--- src/design/pbp_pkg.sv ---
`default_nettype none
// ----------------------------------------------------------------------------
// pbp_pkg
// Shared constants and types for the perceptron branch predictor.
// ----------------------------------------------------------------------------
package pbp_pkg;

	localparam int NUM_WEIGHTS_DEF = 32;
	localparam int HIST_W          = 32;
	localparam int WEIGHT_W        = 8;
	localparam int LIMIT_W         = 7;
	localparam int SUM_OUT_W       = 13;
	localparam int THR_W           = 13;
	localparam int APB_ADDR_W      = 3;
	localparam int APB_DATA_W      = 32;

	localparam logic REQ_PREDICT = 1'b0;
	localparam logic REQ_TRAIN   = 1'b1;

	localparam logic REG_WEIGHT_LIMIT    = 1'b0;
	localparam logic REG_TRAIN_THRESHOLD = 1'b1;

	localparam logic [LIMIT_W-1:0] WEIGHT_LIMIT_RST    = 7'd127;
	localparam logic [THR_W-1:0]   TRAIN_THRESHOLD_RST = 13'd0;

	typedef logic signed [WEIGHT_W-1:0] weight_t;

	typedef struct packed {
		logic                 hist_bit;
		logic                 outcome;
		logic [LIMIT_W-1:0]   limit;
	} alu_ctl_t;

endpackage
`default_nettype wire

--- src/design/pbp_if.sv ---
`default_nettype none
// ----------------------------------------------------------------------------
// pbp_req_if / pbp_rsp_if
// Valid/ready channels carrying predictor requests and results.
// ----------------------------------------------------------------------------
interface pbp_req_if;
	logic                                     valid;
	logic                                     ready;
	logic                                     req_type;
	logic [pbp_pkg::HIST_W-1:0]               history_bits;
	logic                                     outcome_taken;
	logic signed [pbp_pkg::SUM_OUT_W-1:0]     earlier_sum;

	modport source(output valid, req_type, history_bits, outcome_taken, earlier_sum,
		input ready);
	modport sink(input valid, req_type, history_bits, outcome_taken, earlier_sum,
		output ready);
endinterface

interface pbp_rsp_if;
	logic                                     valid;
	logic                                     ready;
	logic signed [pbp_pkg::SUM_OUT_W-1:0]     dot_sum;
	logic                                     predict_taken;
	logic                                     weights_updated;

	modport source(output valid, dot_sum, predict_taken, weights_updated, input ready);
	modport sink(input valid, dot_sum, predict_taken, weights_updated, output ready);
endinterface
`default_nettype wire

--- src/design/pbp_weight_alu.sv ---
`default_nettype none
// ----------------------------------------------------------------------------
// pbp_weight_alu
// Per-weight arithmetic: signed product term and saturating training update.
// ----------------------------------------------------------------------------
module pbp_weight_alu (
	input  wire  pbp_pkg::weight_t  weight,
	input  wire  pbp_pkg::alu_ctl_t ctl,
	output pbp_pkg::weight_t        term,
	output pbp_pkg::weight_t        new_weight
);

	logic signed [pbp_pkg::WEIGHT_W:0] upd;
	logic signed [pbp_pkg::WEIGHT_W:0] lim_pos;
	logic signed [pbp_pkg::WEIGHT_W:0] lim_neg;
	logic signed [pbp_pkg::WEIGHT_W:0] clamped;

	// weights stay within +/-127, so negation never overflows
	assign term = ctl.hist_bit ? weight : -weight;

	assign lim_pos = $signed({2'b00, ctl.limit});
	assign lim_neg = -lim_pos;

	always_comb begin
		if (ctl.hist_bit == ctl.outcome) begin
			upd = {weight[pbp_pkg::WEIGHT_W-1], weight} + 9'sd1;
		end else begin
			upd = {weight[pbp_pkg::WEIGHT_W-1], weight} - 9'sd1;
		end
		if (upd > lim_pos) begin
			clamped = lim_pos;
		end else if (upd < lim_neg) begin
			clamped = lim_neg;
		end else begin
			clamped = upd;
		end
	end

	assign new_weight = clamped[pbp_pkg::WEIGHT_W-1:0];

endmodule
`default_nettype wire

--- src/design/perceptron_branch_predictor_core.sv ---
`default_nettype none
// ----------------------------------------------------------------------------
// perceptron_branch_predictor_core
// Single perceptron predictor with its weights in a synchronous RAM.
//
// req channel: predict (dot product of weights and +/-1 history) or train.
// rsp channel: one result per request: dot_sum, predict_taken,
//   weights_updated. APB port: weight_limit at 0x0, train_threshold at 0x4.
// Each predict or applied train sweeps the weight RAM, one entry per cycle
// through a single read port and one update ALU; a train that is not applied
// skips the sweep. One request is in flight at a time;
// req.ready is high whenever no request is in flight.
// The result sits in an output register, so a new request is taken while
// the previous result waits; a result that finishes while the receiver
// still stalls is held until the output register frees.
// Reset clears all weights at once through per-entry valid bits (no
// clearing pass) and restores the register defaults.
// ----------------------------------------------------------------------------
module perceptron_branch_predictor_core #(
	parameter int NUM_WEIGHTS = pbp_pkg::NUM_WEIGHTS_DEF
) (
	input  wire                                 clk,
	input  wire                                 arst_n,
	pbp_req_if.sink                             req,
	pbp_rsp_if.source                           rsp,
	input  wire                                 psel,
	input  wire                                 penable,
	input  wire                                 pwrite,
	input  wire  [pbp_pkg::APB_ADDR_W-1:0]      paddr,
	input  wire  [pbp_pkg::APB_DATA_W-1:0]      pwdata,
	output logic [pbp_pkg::APB_DATA_W-1:0]      prdata,
	output logic                                pready
);

	localparam int IDX_W  = (NUM_WEIGHTS > 1) ? $clog2(NUM_WEIGHTS) : 1;
	localparam int ACC_W  = $clog2(NUM_WEIGHTS * 128) + 1;
	localparam int SUM_W  = (ACC_W > pbp_pkg::SUM_OUT_W) ? ACC_W : pbp_pkg::SUM_OUT_W;
	localparam int OUT_W  = pbp_pkg::SUM_OUT_W;
	localparam logic [IDX_W-1:0] LAST_IDX = IDX_W'(NUM_WEIGHTS - 1);

	typedef enum logic [3:0] {
		ST_IDLE  = 4'b0001,
		ST_RUN   = 4'b0010,
		ST_DRAIN = 4'b0100,
		ST_DONE  = 4'b1000
	} state_t;

	state_t state_q;

	logic [pbp_pkg::LIMIT_W-1:0] weight_limit_q;
	logic [pbp_pkg::THR_W-1:0]   train_threshold_q;

	// request latches
	logic [pbp_pkg::HIST_W-1:0]  hist_q;
	logic                        train_q;
	logic                        outcome_q;
	logic                        apply_q;

	// weight store
	pbp_pkg::weight_t            mem [NUM_WEIGHTS];
	logic [NUM_WEIGHTS-1:0]      wvalid_q;
	logic [IDX_W-1:0]            rd_idx_q;
	logic                        rd_en;

	logic                        rd_v_s1;
	logic [IDX_W-1:0]            idx_s1;
	pbp_pkg::weight_t            rd_data_s1;
	logic                        wvld_s1;

	logic signed [SUM_W-1:0]     acc_q;

	logic [NUM_WEIGHTS-1:0]      hist_ext;
	pbp_pkg::weight_t            cur_w;
	pbp_pkg::weight_t            term;
	pbp_pkg::weight_t            new_w;
	pbp_pkg::alu_ctl_t           alu_ctl;
	logic                        wr_en;

	logic                        req_xfer;
	logic                        out_free;
	logic                        early_pred;
	logic [OUT_W:0]              early_mag;
	logic                        apply_d;

	logic                        rsp_valid_q;
	logic signed [OUT_W-1:0]     rsp_sum_q;
	logic                        rsp_taken_q;
	logic                        rsp_upd_q;
	logic signed [OUT_W-1:0]     sum_sat;

	logic                        cfg_wr;

	// ---------------- configuration ----------------
	assign pready = 1'b1;
	assign cfg_wr = psel && penable && pwrite && pready;

	always_ff @(posedge clk or negedge arst_n) begin
		if (!arst_n) begin
			weight_limit_q    <= pbp_pkg::WEIGHT_LIMIT_RST;
			train_threshold_q <= pbp_pkg::TRAIN_THRESHOLD_RST;
		end else if (cfg_wr) begin
			case (paddr[2])
				pbp_pkg::REG_WEIGHT_LIMIT:    weight_limit_q    <= pwdata[pbp_pkg::LIMIT_W-1:0];
				pbp_pkg::REG_TRAIN_THRESHOLD: train_threshold_q <= pwdata[pbp_pkg::THR_W-1:0];
				default: ;
			endcase
		end
	end

	always_comb begin
		case (paddr[2])
			pbp_pkg::REG_WEIGHT_LIMIT:
				prdata = {{(pbp_pkg::APB_DATA_W - pbp_pkg::LIMIT_W){1'b0}}, weight_limit_q};
			pbp_pkg::REG_TRAIN_THRESHOLD:
				prdata = {{(pbp_pkg::APB_DATA_W - pbp_pkg::THR_W){1'b0}}, train_threshold_q};
			default:
				prdata = '0;
		endcase
	end

	// ---------------- request intake ----------------
	assign req.ready = (state_q == ST_IDLE);
	assign req_xfer  = req.valid && req.ready;

	assign early_pred = !req.earlier_sum[OUT_W-1];
	assign early_mag  = req.earlier_sum[OUT_W-1] ?
		(OUT_W+1)'(-$signed({req.earlier_sum[OUT_W-1], req.earlier_sum})) :
		{1'b0, req.earlier_sum};
	assign apply_d = (early_pred != req.outcome_taken) ||
		(early_mag <= {1'b0, train_threshold_q});

	always_ff @(posedge clk) begin
		if (req_xfer) begin
			hist_q    <= req.history_bits;
			train_q   <= (req.req_type == pbp_pkg::REQ_TRAIN);
			outcome_q <= req.outcome_taken;
			apply_q   <= apply_d;
		end
	end

	// elements past the history width count as -1
	for (genvar i = 0; i < NUM_WEIGHTS; i++) begin : g_hist
		if (i < pbp_pkg::HIST_W) begin : g_in
			assign hist_ext[i] = hist_q[i];
		end else begin : g_out
			assign hist_ext[i] = 1'b0;
		end
	end

	// ---------------- sequencer ----------------
	assign out_free = !rsp_valid_q || rsp.ready;
	assign rd_en    = (state_q == ST_RUN);

	always_ff @(posedge clk or negedge arst_n) begin
		if (!arst_n) begin
			state_q  <= ST_IDLE;
			rd_idx_q <= '0;
		end else begin
			case (state_q)
				ST_IDLE: begin
					if (req_xfer) begin
						rd_idx_q <= '0;
						if (req.req_type == pbp_pkg::REQ_TRAIN && !apply_d) begin
							state_q <= ST_DONE;
						end else begin
							state_q <= ST_RUN;
						end
					end
				end
				ST_RUN: begin
					rd_idx_q <= rd_idx_q + 1'b1;
					if (rd_idx_q == LAST_IDX) begin
						state_q <= ST_DRAIN;
					end
				end
				ST_DRAIN: begin
					state_q <= ST_DONE;
				end
				ST_DONE: begin
					if (out_free) begin
						state_q <= ST_IDLE;
					end
				end
				default: begin
					state_q <= ST_IDLE;
				end
			endcase
		end
	end

	// ---------------- weight RAM ----------------
	always_ff @(posedge clk) begin
		if (rd_en) begin
			rd_data_s1 <= mem[rd_idx_q];
		end
		if (wr_en) begin
			mem[idx_s1] <= new_w;
		end
	end

	always_ff @(posedge clk or negedge arst_n) begin
		if (!arst_n) begin
			wvalid_q <= '0;
			rd_v_s1  <= 1'b0;
		end else begin
			rd_v_s1 <= rd_en;
			if (wr_en) begin
				wvalid_q[idx_s1] <= 1'b1;
			end
		end
	end

	always_ff @(posedge clk) begin
		if (rd_en) begin
			idx_s1  <= rd_idx_q;
			wvld_s1 <= wvalid_q[rd_idx_q];
		end
	end

	// ---------------- read-modify-write stage ----------------
	assign cur_w           = wvld_s1 ? rd_data_s1 : '0;
	assign alu_ctl.hist_bit = hist_ext[idx_s1];
	assign alu_ctl.outcome  = outcome_q;
	assign alu_ctl.limit    = weight_limit_q;
	assign wr_en           = rd_v_s1 && train_q;

	pbp_weight_alu u_alu (
		.weight     (cur_w),
		.ctl        (alu_ctl),
		.term       (term),
		.new_weight (new_w)
	);

	always_ff @(posedge clk) begin
		if (req_xfer) begin
			acc_q <= '0;
		end else if (rd_v_s1 && !train_q) begin
			acc_q <= acc_q + SUM_W'(term);
		end
	end

	// ---------------- result register ----------------
	always_comb begin
		if (acc_q > SUM_W'(4095)) begin
			sum_sat = 13'sd4095;
		end else if (acc_q < -SUM_W'(4096)) begin
			sum_sat = -13'sd4096;
		end else begin
			sum_sat = acc_q[OUT_W-1:0];
		end
	end

	always_ff @(posedge clk or negedge arst_n) begin
		if (!arst_n) begin
			rsp_valid_q <= 1'b0;
		end else if (state_q == ST_DONE && out_free) begin
			rsp_valid_q <= 1'b1;
		end else if (rsp.ready) begin
			rsp_valid_q <= 1'b0;
		end
	end

	always_ff @(posedge clk) begin
		if (state_q == ST_DONE && out_free) begin
			rsp_sum_q   <= train_q ? '0 : sum_sat;
			rsp_taken_q <= !train_q && !acc_q[SUM_W-1];
			rsp_upd_q   <= train_q && apply_q;
		end
	end

	assign rsp.valid           = rsp_valid_q;
	assign rsp.dot_sum         = rsp_sum_q;
	assign rsp.predict_taken   = rsp_taken_q;
	assign rsp.weights_updated = rsp_upd_q;

endmodule
`default_nettype wire

--- src/flat_wrapper.sv ---
// flat-port wrapper written by rule: the top's interface ports become plain ports
module perceptron_branch_predictor_core_flat 
#(
	parameter int NUM_WEIGHTS = pbp_pkg::NUM_WEIGHTS_DEF
)
  (clk, arst_n, psel, penable, pwrite, paddr, pwdata, prdata, pready, req_valid, req_req_type, req_history_bits, req_outcome_taken, req_earlier_sum, req_ready, rsp_valid, rsp_dot_sum, rsp_predict_taken, rsp_weights_updated, rsp_ready);
  pbp_req_if req_i ();
  pbp_rsp_if rsp_i ();
  input  wire clk;
  input  wire arst_n;
  input  wire psel;
  input  wire penable;
  input  wire pwrite;
  input  wire  [pbp_pkg::APB_ADDR_W-1:0] paddr;
  input  wire  [pbp_pkg::APB_DATA_W-1:0] pwdata;
  output logic [pbp_pkg::APB_DATA_W-1:0] prdata;
  output logic pready;
  input wire logic [$bits(req_i.valid)-1:0] req_valid;
  input wire logic [$bits(req_i.req_type)-1:0] req_req_type;
  input wire logic [$bits(req_i.history_bits)-1:0] req_history_bits;
  input wire logic [$bits(req_i.outcome_taken)-1:0] req_outcome_taken;
  input wire logic [$bits(req_i.earlier_sum)-1:0] req_earlier_sum;
  output wire logic [$bits(req_i.ready)-1:0] req_ready;
  output wire logic [$bits(rsp_i.valid)-1:0] rsp_valid;
  output wire logic [$bits(rsp_i.dot_sum)-1:0] rsp_dot_sum;
  output wire logic [$bits(rsp_i.predict_taken)-1:0] rsp_predict_taken;
  output wire logic [$bits(rsp_i.weights_updated)-1:0] rsp_weights_updated;
  input wire logic [$bits(rsp_i.ready)-1:0] rsp_ready;
  assign req_i.valid = req_valid;
  assign req_i.req_type = req_req_type;
  assign req_i.history_bits = req_history_bits;
  assign req_i.outcome_taken = req_outcome_taken;
  assign req_i.earlier_sum = req_earlier_sum;
  assign req_ready = req_i.ready;
  assign rsp_valid = rsp_i.valid;
  assign rsp_dot_sum = rsp_i.dot_sum;
  assign rsp_predict_taken = rsp_i.predict_taken;
  assign rsp_weights_updated = rsp_i.weights_updated;
  assign rsp_i.ready = rsp_ready;
  perceptron_branch_predictor_core #(.NUM_WEIGHTS(NUM_WEIGHTS)) u_core (.clk(clk), .arst_n(arst_n), .req(req_i), .rsp(rsp_i), .psel(psel), .penable(penable), .pwrite(pwrite), .paddr(paddr), .pwdata(pwdata), .prdata(prdata), .pready(pready));
endmodule
--- config.mk ---
export PLATFORM = sky130hd
export DESIGN_NAME = perceptron_branch_predictor_core_flat
export DESIGN_NICKNAME = d
export VERILOG_FILES = /design/src/design/pbp_pkg.sv /design/src/design/pbp_if.sv /design/src/design/pbp_weight_alu.sv /design/src/design/perceptron_branch_predictor_core.sv /design/src/flat_wrapper.sv
export SDC_FILE = /design/constraint.sdc
export NUM_CORES = 1
export LEC_CHECK = 0
export BUFFER_PORTS_ARGS = -buffer_cell sky130_fd_sc_hd__buf_2
export CAP_MARGIN = 20
export CORE_UTILIZATION = 54
export DETAILED_ROUTE_END_ITERATION = 10
export PLACE_DENSITY = 0.76
export SETUP_SLACK_MARGIN = 0.3
export SKIP_CTS_REPAIR_TIMING = 1
export SYNTH_ARGS = -nofsm -noshare
export SYNTH_HDL_FRONTEND = slang
export SYNTH_SLANG_ARGS = --single-unit
--- constraint.sdc ---
create_clock -name clk -period 6.1 [get_ports clk]
set_input_delay 1.22 -clock clk [delete_from_list [all_inputs] [get_ports clk]]
set_output_delay 1.22 -clock clk [all_outputs]
set_load 0.03 [all_outputs]
* Yosys cells after proc, flatten, opt, wreduce, memory -nomap -nowiden
Memories as Yosys holds them, arrays and structs flattened. A register that Yosys moved wholly into a read port is not among the register bits. Index checks and enable logic that the tools add are counted.
Operators by class: $add $sub $neg 7, order comparisons 8, eq/ne operators 10, muxes and demuxes 26, bitwise operators 2, reduce and logical (&&, ||, !) cells 24
Operators with widths (number):
- 32-bit one-hot mux with 2 select lines | 1
- 8-bit two-way mux | 4
- 32-bit bitwise OR | 1
- 4-bit two-way mux | 4
- 4-bit one-hot mux with 4 select lines | 1
- 14-bit by 13-bit less-or-equal comparator with 1-bit output | 1
- 14-bit two-way mux | 1
- 13-bit negation with 14-bit output | 1
- 13-bit by 8-bit adder with 13-bit output | 1
- 13-bit > comparator, second input constant | 1
- 13-bit less-than comparator, second input constant | 1
- 13-bit two-way mux | 1
- 5-bit by 6-bit less-than comparator with 1-bit output, second input constant | 2
- 12-bit two-way mux | 1
- 1-bit binary-select mux with 5-bit select | 2
- 1-bit logical AND | 10
- 5-bit one-hot mux with 2 select lines | 1
- 8-bit by 2-bit adder with 9-bit output, second input constant | 1
- 9-bit by 8-bit > comparator with 1-bit output | 1
- 9-bit less-than comparator | 1
- 9-bit two-way mux | 1
- 7-bit negation with 9-bit output | 1
- 8-bit by 2-bit subtractor with 9-bit output, second input constant | 1
- 8-bit negation | 1
- other kinds (21) | 36
Storage, ports and cells: register bits after elaboration 132, memory bits (writable) 256, input port bits 89, output and inout bits 50, memories 1
Memories:
- u_core.mem | depth 32, bits a word 8, read ports 1, clocked after memory_dff 1, wr ports 1, RTL line perceptron_branch_predictor_core.sv:60 | pbp_pkg::weight_t mem [NUM_WEIGHTS];

* Depth between registers and ports, before layout
Gate-level depths: netlist of run 1.
word-level depth 9, depth in mapped cells 24, mapped depth without buffers 21

* Modules after synthesis
Synthesis of run 1 repeated with hierarchy kept, for this count alone.
Second synthesis, totals: cells, all modules 1113, area total of the unflattened synthesis 17888.4 µm²
Modules (own cells, without submodules):
- perceptron_branch_predictor_core | instances 1, cells an instance 933, area each 16512.1 µm²
- pbp_weight_alu | instances 1, cells an instance 180, area each 1376.3 µm²

* Worst setup path after synthesis of run 1
OpenSTA, ideal clock, no wires.
path kind reg2reg, start point register u_core.idx_s1[3], end point memory u_core.mem[0][5] (netlist name) (data pin), library setup time 377 ps, arrival 5575 ps, path slack 148 ps, cell stages (with the launch flop) 23, period minus slack after synthesis 5952 ps, cell sequence edfxtp_1 > buf_2 > or3b_1 > clkbuf_1 > o22ai_1 > nor3_1 > o21ai_1 > xor2_1 > inv_1 > fa_1 > nand3b_1 > a21boi_1 > o21ai_1 > a21boi_1 > nor2_1 > ha_1 > nor4_1 > a32o_1 > o21ai_1 > o21ai_4 > buf_6 > o21ai_1 > a21oi_1
Between the ends: longest elaborated chain between the ends 7
Ends and longest elaborated chain:
- from (decl) | RTL line perceptron_branch_predictor_core.sv:66 | logic [IDX_W-1:0] idx_s1;
- from (signal assigned) | RTL line perceptron_branch_predictor_core.sv:215 | idx_s1 <= rd_idx_q;
- 1-bit binary-select mux with 5-bit select (*) | RTL line perceptron_branch_predictor_core.sv:222 | assign alu_ctl.hist_bit = hist_ext[idx_s1];
- 1-bit two-way mux (not written as such) (*) | RTL line perceptron_branch_predictor_core.sv:222
- 1-bit == test (*) | RTL line pbp_weight_alu.sv:25 | if (ctl.hist_bit == ctl.outcome) begin
- 9-bit two-way mux (*) | RTL line pbp_weight_alu.sv:25
- 9-bit less-than comparator | RTL line pbp_weight_alu.sv:32 | end else if (upd < lim_neg) begin
- 8-bit two-way mux | RTL line pbp_weight_alu.sv:32
- 8-bit two-way mux (*) | RTL line pbp_weight_alu.sv:30 | if (upd > lim_pos) begin
- net u_core.new_w[5] | RTL line perceptron_branch_predictor_core.sv:75 | pbp_pkg::weight_t new_w;
- to (decl) | RTL line perceptron_branch_predictor_core.sv:60
The timed path passes the listed nets; every way through them passes the cells marked *. The select of a mux whose other input is x is not followed.

* Worst setup path in the final report of run 1
start point register u_core.idx_s1[1], end point memory u_core.mem[23][2] (netlist name) (data pin)
Same word-level chain as after synthesis.

==> impl_metrics.toml, run 1 <==
[global_route]
antenna_found_initial = 1
grt-ovfl-total = 0
grt_max_degree = 64
grt_pass1_vias = 9918
track_usage_pct = 22.3
grt_pass1_wl_um = 56100

[clock_network]
clkSinkCount = 396
cts-root-buf = "clkbuf_16"
numCtsBuffers = 41
cts_tree = "done"
worstSkewPairLatency_ps = 540
path_clk_slew_ps = 60
cts.htree.levels = 2
clock_path_buffers = 3

[drt]
drt-wirelength-per-cell_um = 21.7
drc = 0
num_vias = 9864
drt_iter0_drc = 866
finalWirelength_um = 37000
drtPass1Iterations = 8
vias_per_cell = 5.80
antenna_left = 0

[floorplanning]
placementRows = 65
die_w_um = 183
dieArea_um2 = 33400
die_y_um = 183
core_um2 = 31900
ioPinCount = 139
start_util_pct = 55.4

[power_and_ir_drop]
vdd_drop_max_mv = 0.500
p_per_area_nw_per_um2 = 579
power_leakage_nw = 7.46

[critical_path]
cp-end-kind = "flip-flop"
cp_max_fo = 32
critPathSlowestCell = "mux4_2"
arrival_ps = 5750
crit_top_cell = "buf_4"
cp_num_buf_inv = 6
cp.required_ps = 6390
crit_chain = "buf_4 > buf_12 > mux4_2 > and2_0 > o211ai_1 > o21ai_2 > xor2_2 > buf_4 > ha_1 > a21oi_2 > a21oi_2 > a211oi_1 > xnor2_1 > buf_4 > ha_1 > nor4bb_1 > a311o_1 > nand3_1 > a21o_1 > buf_4 > a21oi_1 > a21oi_2 > buf_4"
crit_path_max_incr_delay_ps = 520
cp_top_family = "compound AO/OA/AOI/OAI gates"
critPathKind = "flip-flop to flip-flop"
cp-start-kind = "flip-flop"

[timing]
finalMaxSlewViolations = 0
grt_setup_unrepaired = "false"
period_minus_slack_ps = 5460
fin_worst_skew_ps = 22.0
fin_crit_sh_pct = 89.5
setup_tns_ps = 0
slew_headroom_pct = 25.1
clock.fmax_ghz = 0.183
report.final.setup_viol = 0
worst_slew_pin_slew_ps = 1120
hold_viol_final = 0

[status]
outcome = "finished, final reports clean"

[synth]
synthArstFlopShare_pct = 15.9
yosysMostFrequentCell = "edfxtp_1"
avgSynthCellArea_um2 = 15.9
syn_inst = 1108
synth_top_area_share_pct = 54.4
synth_edf_count = 320
ys_seq_area_share_pct = 64.9
yosysWarnings = 0
synthTopCellsByArea = "edfxtp_1 54%, mux4_2 12%, dfrtp_1 7.8%"
yosys-top-cells-count = "320 x edfxtp_1, 91 x mux4_2, 59 x nand2_1"
syn_area_um2 = 17700
yosysTopAreaCell = "edfxtp_1"
synth.distinct_cells = 66
synth-seq-cells = 396
ys.flop_type = "edfxtp_1"

[placement]
hpwlAfterDp_um = 23600
port_buffers = 97
gp_congestion = 0.831

[cells_and_area]
drive_gt1_share_pct = 30.0
final_util_pct = 63.4
syn_to_final_growth_pct = 14.5
nets = 1377
diodes = 0

[min_path]
hold_path_class = "flip-flop to flip-flop"

[flow_run]
cap_violations = 0
-- area by class of cell --
cell class,instances,area (um2)
Multi-Input combinational cell,628,5860
Sequential cell,396,11500
Fill cell,2192,11700
Clock inverter,22,294
Tap cell,435,544
Clock buffer,54,1150
Inverter,37,139
Timing Repair Buffer,130,771
-- registers in the layout, summed over array words and instances (netlist names), 4 cells and up --
name                      cells
u_core.idx_s1                 5
u_core.weight_limit_q         7
u_core.rd_data_s1             8
u_core.hist_ext              32
u_core.rd_idx_q               5
u_core.acc_q                 13
u_core.rsp.dot_sum           13
u_core.state_q                4
u_core.wvalid_q              32
u_core.train_threshold_q     13
u_core.mem                  256
-- logic make-up (layout without fill, tap and decap cells) --
group / count (synthesis) / after routing / synth area share [%]
buffers and inverters: 102 / 243 / 2.70
flip-flops: 396 / 396 / 64.9
other: 2 / 20 / 0.0425
adder cells (fa/ha/maj): 54 / 54 / 3.91
AND/OR/NAND/NOR: 252 / 252 / 7.45
multiplexers: 139 / 139 / 14.5
XOR/XNOR: 38 / 38 / 2.01
AO/OA/AOI/OAI: 125 / 125 / 4.46
-- where the power goes --
part	internal, mW	switching (mW)
sequential	4.49	0.224
clock	1.59	1.02
combinational	1.60	2.79
-- placed cells by master, fill, tap and decap left out, types with 13 or more instances in the layout --
master     instances
nand2_1           59
clkbuf_16         42
mux2i_1           16
mux4_2            91
dfrtp_1           53
conb_1            20
xnor2_1           30
o21ai_0           25
buf_2             97
dfxtp_1           13
buf_4             28
or2_2             32
edfxtp_1         320
ha_1              52
inv_1             36
nand3_1           20
nor2_1            54
nor2b_1           24
a21oi_1           29
mux2_2            30
-- metal layers --
metal | vias to the layer above | share of wire (%) | track usage (%)
li1 | 4456 | - | -
met1 | 4948 | 41 | 30.4
met2 | 392 | 48 | 36.2
met3 | 66 | 7.9 | 4.92
met4 | 2 | 2.6 | 6.70
met5 | - | 0.035 | 0
-- worst register-to-register path, delay by kind of cell, from the launching register on --
family                   cells  cell delay [ps]
flip-flops                   1              360
XOR/XNOR                     2              420
AO/OA/AOI/OAI                9             1650
adder cells (fa/ha/maj)      2              610
AND/OR/NAND/NOR              3              400
buffers and inverters        6             1230
multiplexers                 1              530
-- through the flow --
step | instance area (um2) | setup WS, ps | cells | hold WS (ps) | total power, mW
after floorplan | 17800 | 468 | 1126 | 423 | 7.49
after global placement | 18600 | 343 | 1612 | 445 | 8.78
after detailed placement | 18600 | 140 | 1612 | 452 | 8.97
after CTS | 20000 | 130 | 1688 | 467 | 11.6
after global routing | 20200 | 231 | 1702 | 473 | 12.3
final | 20200 | 643 | 1702 | 465 | 11.7
-- path summary, 6_finish.rpt --
check	start	to	slack [ps]	cells after the start
setup reg to reg	u_core.idx_s1[1]$_DFFE_PP_	u_core.mem[23][2]$_DFFE_PP_	640	23
min in group asynchronous	arst_n	u_core.rsp.valid$_DFFE_PN0P_	930	2
max in group asynchronous	arst_n	u_core.rd_idx_q[0]$_DFFE_PN0P_	4430	2
hold / removal	u_core.wvalid_q[6]$_DFFE_PN0P_	u_core.wvalid_q[6]$_DFFE_PN0P_	470	1
hold reg to reg	u_core.wvalid_q[6]$_DFFE_PN0P_	u_core.wvalid_q[6]$_DFFE_PN0P_	470	1
setup / recovery	u_core.idx_s1[1]$_DFFE_PP_	u_core.mem[23][2]$_DFFE_PP_	640	23
(Power assumes the default switching activity.)
==> run 2: changes to the inputs <==
--- a/config.mk
+++ b/config.mk
@@ -5,7 +5,7 @@
 export SDC_FILE = /design/constraint.sdc
 export NUM_CORES = 1
 export LEC_CHECK = 0
-export BUFFER_PORTS_ARGS = -buffer_cell sky130_fd_sc_hd__buf_2
+export BUFFER_PORTS_ARGS = -buffer_cell sky130_fd_sc_hd__buf_4
 export CAP_MARGIN = 20
 export CORE_UTILIZATION = 54
 export DETAILED_ROUTE_END_ITERATION = 10
==> impl_metrics.toml, run 2 (synthesis gave the netlist of run 1 again) <==
[critical_path]
cp-startpoint = "u_core.idx_s1[1]$_DFFE_PP_"
cp_max_fo = 32
critPathKind = "flip-flop to flip-flop"
r2r_cells = 20
cp_top_family = "compound AO/OA/AOI/OAI gates"
crit_path_max_incr_delay_ps = 510
r2r_start = "u_core.idx_s1[1]$_DFFE_PP_"
crit_chain = "buf_12 > mux4_2 > and2_0 > o211ai_1 > o21ai_2 > xor2_1 > buf_4 > ha_1 > nand4_1 > a21oi_1 > a211oi_1 > xnor2_1 > ha_1 > nor4bb_1 > a311o_1 > nand3_1 > a21o_1 > nor2b_1 > mux2i_2 > buf_4"
cp_num_buf_inv = 3
rr_endpoint = "u_core.mem[23][0]$_DFFE_PP_"
cp-start-kind = "flip-flop"
crit_end = "u_core.mem[23][0]$_DFFE_PP_"
path_depth = 20
arrival_ps = 5740
critPathSlowestCell = "mux4_2"
cp.required_ps = 6400
r2r_setup_slack_ps = 660
cp-end-kind = "flip-flop"

[timing]
period_minus_slack_ps = 5440
whs_ps = 462
slew_headroom_pct = 25.1
setup_tns_ps = 0
worst_slack_ps = 660
worst_slew_pin_slew_ps = 1120
finalMaxSlewViolations = 0
fin_crit_sh_pct = 89.2
clock.fmax_ghz = 0.184
hold_viol_final = 0
grt_setup_unrepaired = "false"
fin_worst_skew_ps = 23.3
report.final.setup_viol = 0

[floorplanning]
die_y_um = 183
dieArea_um2 = 33400
placementRows = 65
ioPinCount = 139
die_w_um = 183
core_um2 = 31900
start_util_pct = 55.4

[placement]
port_buffers = 97
placed_area_um2 = 18800
gp_congestion = 0.832
hpwlAfterDp_um = 24200
dp_slack_ps = 354

[status]
outcome = "finished, final reports clean"

[drt]
drt-wirelength-per-cell_um = 22.1
top_layer_used = "met4"
vias_per_cell = 5.83
drt_iter0_drc = 882
drc = 0
drtPass1Iterations = 4
wl_met1_um = 15800
antenna_left = 0
finalWirelength_um = 37600
num_vias = 9891
met2_length_um = 18100
wl_met3_um = 2830

[global_route]
grt_max_degree = 64
antenna_found_initial = 0
grt_pass1_vias = 9942
grt_pass1_wl_um = 57800
track_usage_pct = 23.0
grt-ovfl-total = 0

[cells_and_area]
largest_reg_flops = 256
final_cell_mix = "320 x edfxtp_1, 122 x buf_4, 91 x mux4_2"
fillCellCount = 2196
drive_gt1_share_pct = 29.5
nets = 1372
diodes = 0
layout_commonest_cell = "edfxtp_1"
largest_register = "u_core.mem"
final_area_um2 = 20300
syn_to_final_growth_pct = 15.2

[clock_network]
cts.htree.levels = 2
numCtsBuffers = 41
clkSinkCount = 396
path_clk_slew_ps = 60
cts-root-buf = "clkbuf_16"
clock_path_buffers = 3
worstSkewPairLatency_ps = 550
cts_tree = "done"

[power_and_ir_drop]
p_per_area_nw_per_um2 = 574
vdd_drop_max_mv = 0.483
power.internal_mw = 7.59
p_sw_share_pct = 35.0
power_leakage_nw = 7.48
clkPwrFrac_pct = 21.8
p_comb_share_pct = 37.9
pwr-share-seq_pct = 40.3
p_sw_mw = 4.09
power_mw = 11.7

[min_path]
holdPathStages = 1
hold_path_class = "flip-flop to flip-flop"

[flow_run]
cap_violations = 0
==> run 2: how the worst min path moves through the flow <==
stage | endpoint | from
4_1_cts | u_core.idx_s1[2]$_DFFE_PP_ | u_core.rd_idx_q[2]$_DFFE_PN0P_
3_5_place_dp | u_core.idx_s1[2]$_DFFE_PP_ | u_core.rd_idx_q[2]$_DFFE_PN0P_
6_report | u_core.wvalid_q[10]$_DFFE_PN0P_ | u_core.wvalid_q[10]$_DFFE_PN0P_
3_3_place_gp | u_core.idx_s1[2]$_DFFE_PP_ | u_core.rd_idx_q[2]$_DFFE_PN0P_
2_1_floorplan | u_core.idx_s1[2]$_DFFE_PP_ | u_core.rd_idx_q[2]$_DFFE_PN0P_
5_1_grt | u_core.idx_s1[2]$_DFFE_PP_ | u_core.rd_idx_q[2]$_DFFE_PN0P_
==> run 2: layout make-up <==
type | count | area [um2] | area share, %
inverters | 37 | 139 | 0.683
well taps | 435 | 544 | 2.68
flip-flops and latches | 396 | 11500 | 56.4
clock inverters | 18 | 204 | 1.00
clock buffers | 58 | 1180 | 5.81
multi-input cells | 628 | 5840 | 28.7
repair buffers | 125 | 967 | 4.76
==> run 2: through the flow <==
step / utilization (%) / std cells
finish: 63.8 / 1697
floorplan: - / 1126
detailed placement: 59.1 / 1612
CTS: 63.5 / 1688
global route: 63.8 / 1697
global placement: 59.1 / 1612
==> run 2: metal layers <==
metal  vias up  track usage (%)
li1       4456                -
met2       405             37.9
met3        67             4.11
met5         -                0
met1      4963             31.8
met4         0             6.50
==> run 2: power groups by stage <==
stage	Clock (mW)	Combinational [mW]	Sequential [mW]
2_1_floorplan	0	2.84	4.65
3_3_place_gp	0	4.15	4.75
3_5_place_dp	0	4.33	4.76
4_1_cts	2.57	4.35	4.71
5_1_grt	2.66	4.82	4.75
6_report	2.54	4.43	4.71
==> run 3: changes to the inputs <==
==> constraint.sdc (replaced) <==
create_clock -name clk -period 4.6 [get_ports clk]
set_input_delay 0.92 -clock clk [delete_from_list [all_inputs] [get_ports clk]]
set_output_delay 0.92 -clock clk [all_outputs]
set_load 0.03 [all_outputs]
==> impl_metrics.toml, run 3 (synthesis gave the netlist of run 1 again) <==
[flow_run]
cap_violations = 0

[cells_and_area]
largest_register = "u_core.mem"
nets = 1436
regArea_um2 = 11500
largest_reg_flops = 256
layout_commonest_cell = "edfxtp_1"
final_area_um2 = 21400
fillCellCount = 2123
syn_to_final_growth_pct = 21.1
diodes = 0
final_util_pct = 67.1
multi_input_area_um2 = 6220
final_cell_mix = "320 x edfxtp_1, 165 x buf_4, 91 x mux4_2"
drive_gt1_share_pct = 35.6

[critical_path]
arrival_ps = 5550
critPathKind = "flip-flop to flip-flop"
crit_chain = "or3b_1 > buf_4 > o22ai_1 > nor3_2 > o21ai_4 > xor2_4 > inv_2 > fa_2 > nand3b_1 > a21boi_2 > o21ai_1 > a21boi_1 > nor2_2 > buf_4 > ha_4 > nand3_1 > nor2_1 > nand3_1 > a21oi_1 > a21o_2 > buf_8 > nor2b_4 > mux2i_4 > clkbuf_16"
cp-start-kind = "flip-flop"
cp.required_ps = 5000
cp-end-kind = "flip-flop"
critPathSlowestCell = "edfxtp_1"
cp_top_family = "compound AO/OA/AOI/OAI gates"
crit_path_max_incr_delay_ps = 490
cp_num_buf_inv = 5
cp_max_fo = 8

[clock_network]
worstSkewPairLatency_ps = 540
clkSinkCount = 396
cts.htree.levels = 2
numCtsBuffers = 40
clock_path_buffers = 3
path_clk_slew_ps = 60
cts_tree = "done"
cts-root-buf = "clkbuf_16"

[placement]
placed_area_um2 = 19400
hpwlAfterDp_um = 25100
gp_congestion = 0.903
port_buffers = 97
dp_slack_ps = -704

[timing]
worst_slack_ps = -546
grt_setup_unrepaired = "true"
finalMaxSlewViolations = 0
period_minus_slack_ps = 5150
fin_worst_skew_ps = 25.6
hold_viol_final = 0
slew_headroom_pct = 27.0
worst_slew_pin_slew_ps = 1090
clock.fmax_ghz = 0.194
report.final.setup_viol = 256
fin_crit_sh_pct = 112

[drt]
num_vias = 10400
drt_iter0_drc = 820
drc = 0
antenna_left = 0
drt-wirelength-per-cell_um = 23.0
finalWirelength_um = 40500
drtPass1Iterations = 6
vias_per_cell = 5.92

[floorplanning]
dieArea_um2 = 33400
die_y_um = 183
die_w_um = 183
start_util_pct = 55.4
core_um2 = 31900
ioPinCount = 139
placementRows = 65

[status]
outcome = "finished with violations"
violations = "setup timing"

[power_and_ir_drop]
vdd_drop_max_mv = 0.844
power_leakage_nw = 7.91
power_mw = 18.6
p_per_area_nw_per_um2 = 870

[global_route]
antenna_found_initial = 0
grt_pass1_vias = 10200
grt_pass1_wl_um = 58100
grt-ovfl-total = 0
track_usage_pct = 23.0
grt_max_degree = 64

[min_path]
hold_path_class = "flip-flop to flip-flop"
-- run 3: cell count changes in the layout (fill, tap and decap cells not counted), sizes merged --
cell | previous run | this run
clkinvlp | 3 | 4
clkinv | 11 | 16
a21oi | 36 | 41
clkbuf | 58 | 43
inv | 38 | 37
bufinv | 3 | 9
buf | 125 | 184
-- run 3: routing by layer --
layer	GRT usage [%]	vias to the layer above	part of all wire, %
met5	0	-	0
met4	8.17	0	3.2
met3	4.37	92	8.1
met2	37.9	470	49
met1	30.9	5259	39
li1	-	4576	-
-- run 3: final timing paths --
| path | cells after the start | startpoint | slack, ps | to |
|---|---|---|---|---|
| max in group asynchronous | 1 | arst_n | 3420 | u_core.rd_idx_q[0]$_DFFE_PN0P_ |
| max | 24 | u_core.idx_s1[4]$_DFFE_PP_ | -550 | u_core.mem[8][0]$_DFFE_PP_ |
| min reg2reg | 1 | u_core.wvalid_q[0]$_DFFE_PN0P_ | 460 | u_core.wvalid_q[0]$_DFFE_PN0P_ |
| min in group asynchronous | 1 | arst_n | 510 | u_core.train_threshold_q[8]$_DFFE_PN0P_ |
| max reg2reg | 24 | u_core.idx_s1[4]$_DFFE_PP_ | -550 | u_core.mem[8][0]$_DFFE_PP_ |
| min | 1 | u_core.wvalid_q[0]$_DFFE_PN0P_ | 460 | u_core.wvalid_q[0]$_DFFE_PN0P_ |
-- run 3: layout make-up --
class                   count  area share [%]
flip-flops and latches    396            53.6
multi-input cells         633            29.1
repair buffers            185            7.46
clock buffers              42            4.72
well taps                 435            2.55
clock inverters            29            1.92
inverters                  37           0.650
-- run 3: metrics by stage --
step	setup TNS [ps]	cells	hold WS, ps
2_1_floorplan	-54250	1126	423
3_3_place_gp	-111890	1654	447
3_5_place_dp	-137630	1654	448
4_1_cts	-152100	1725	462
5_1_grt	-167210	1757	468
6_report	-108430	1757	462
-- run 3: where the power goes --
group          switching (mW)  internal, mW  total, mW
clock network            1.38          2.11       3.49
registers               0.276          5.94       6.21
logic                    5.06          3.83       8.90
total                    6.72          11.9       18.6
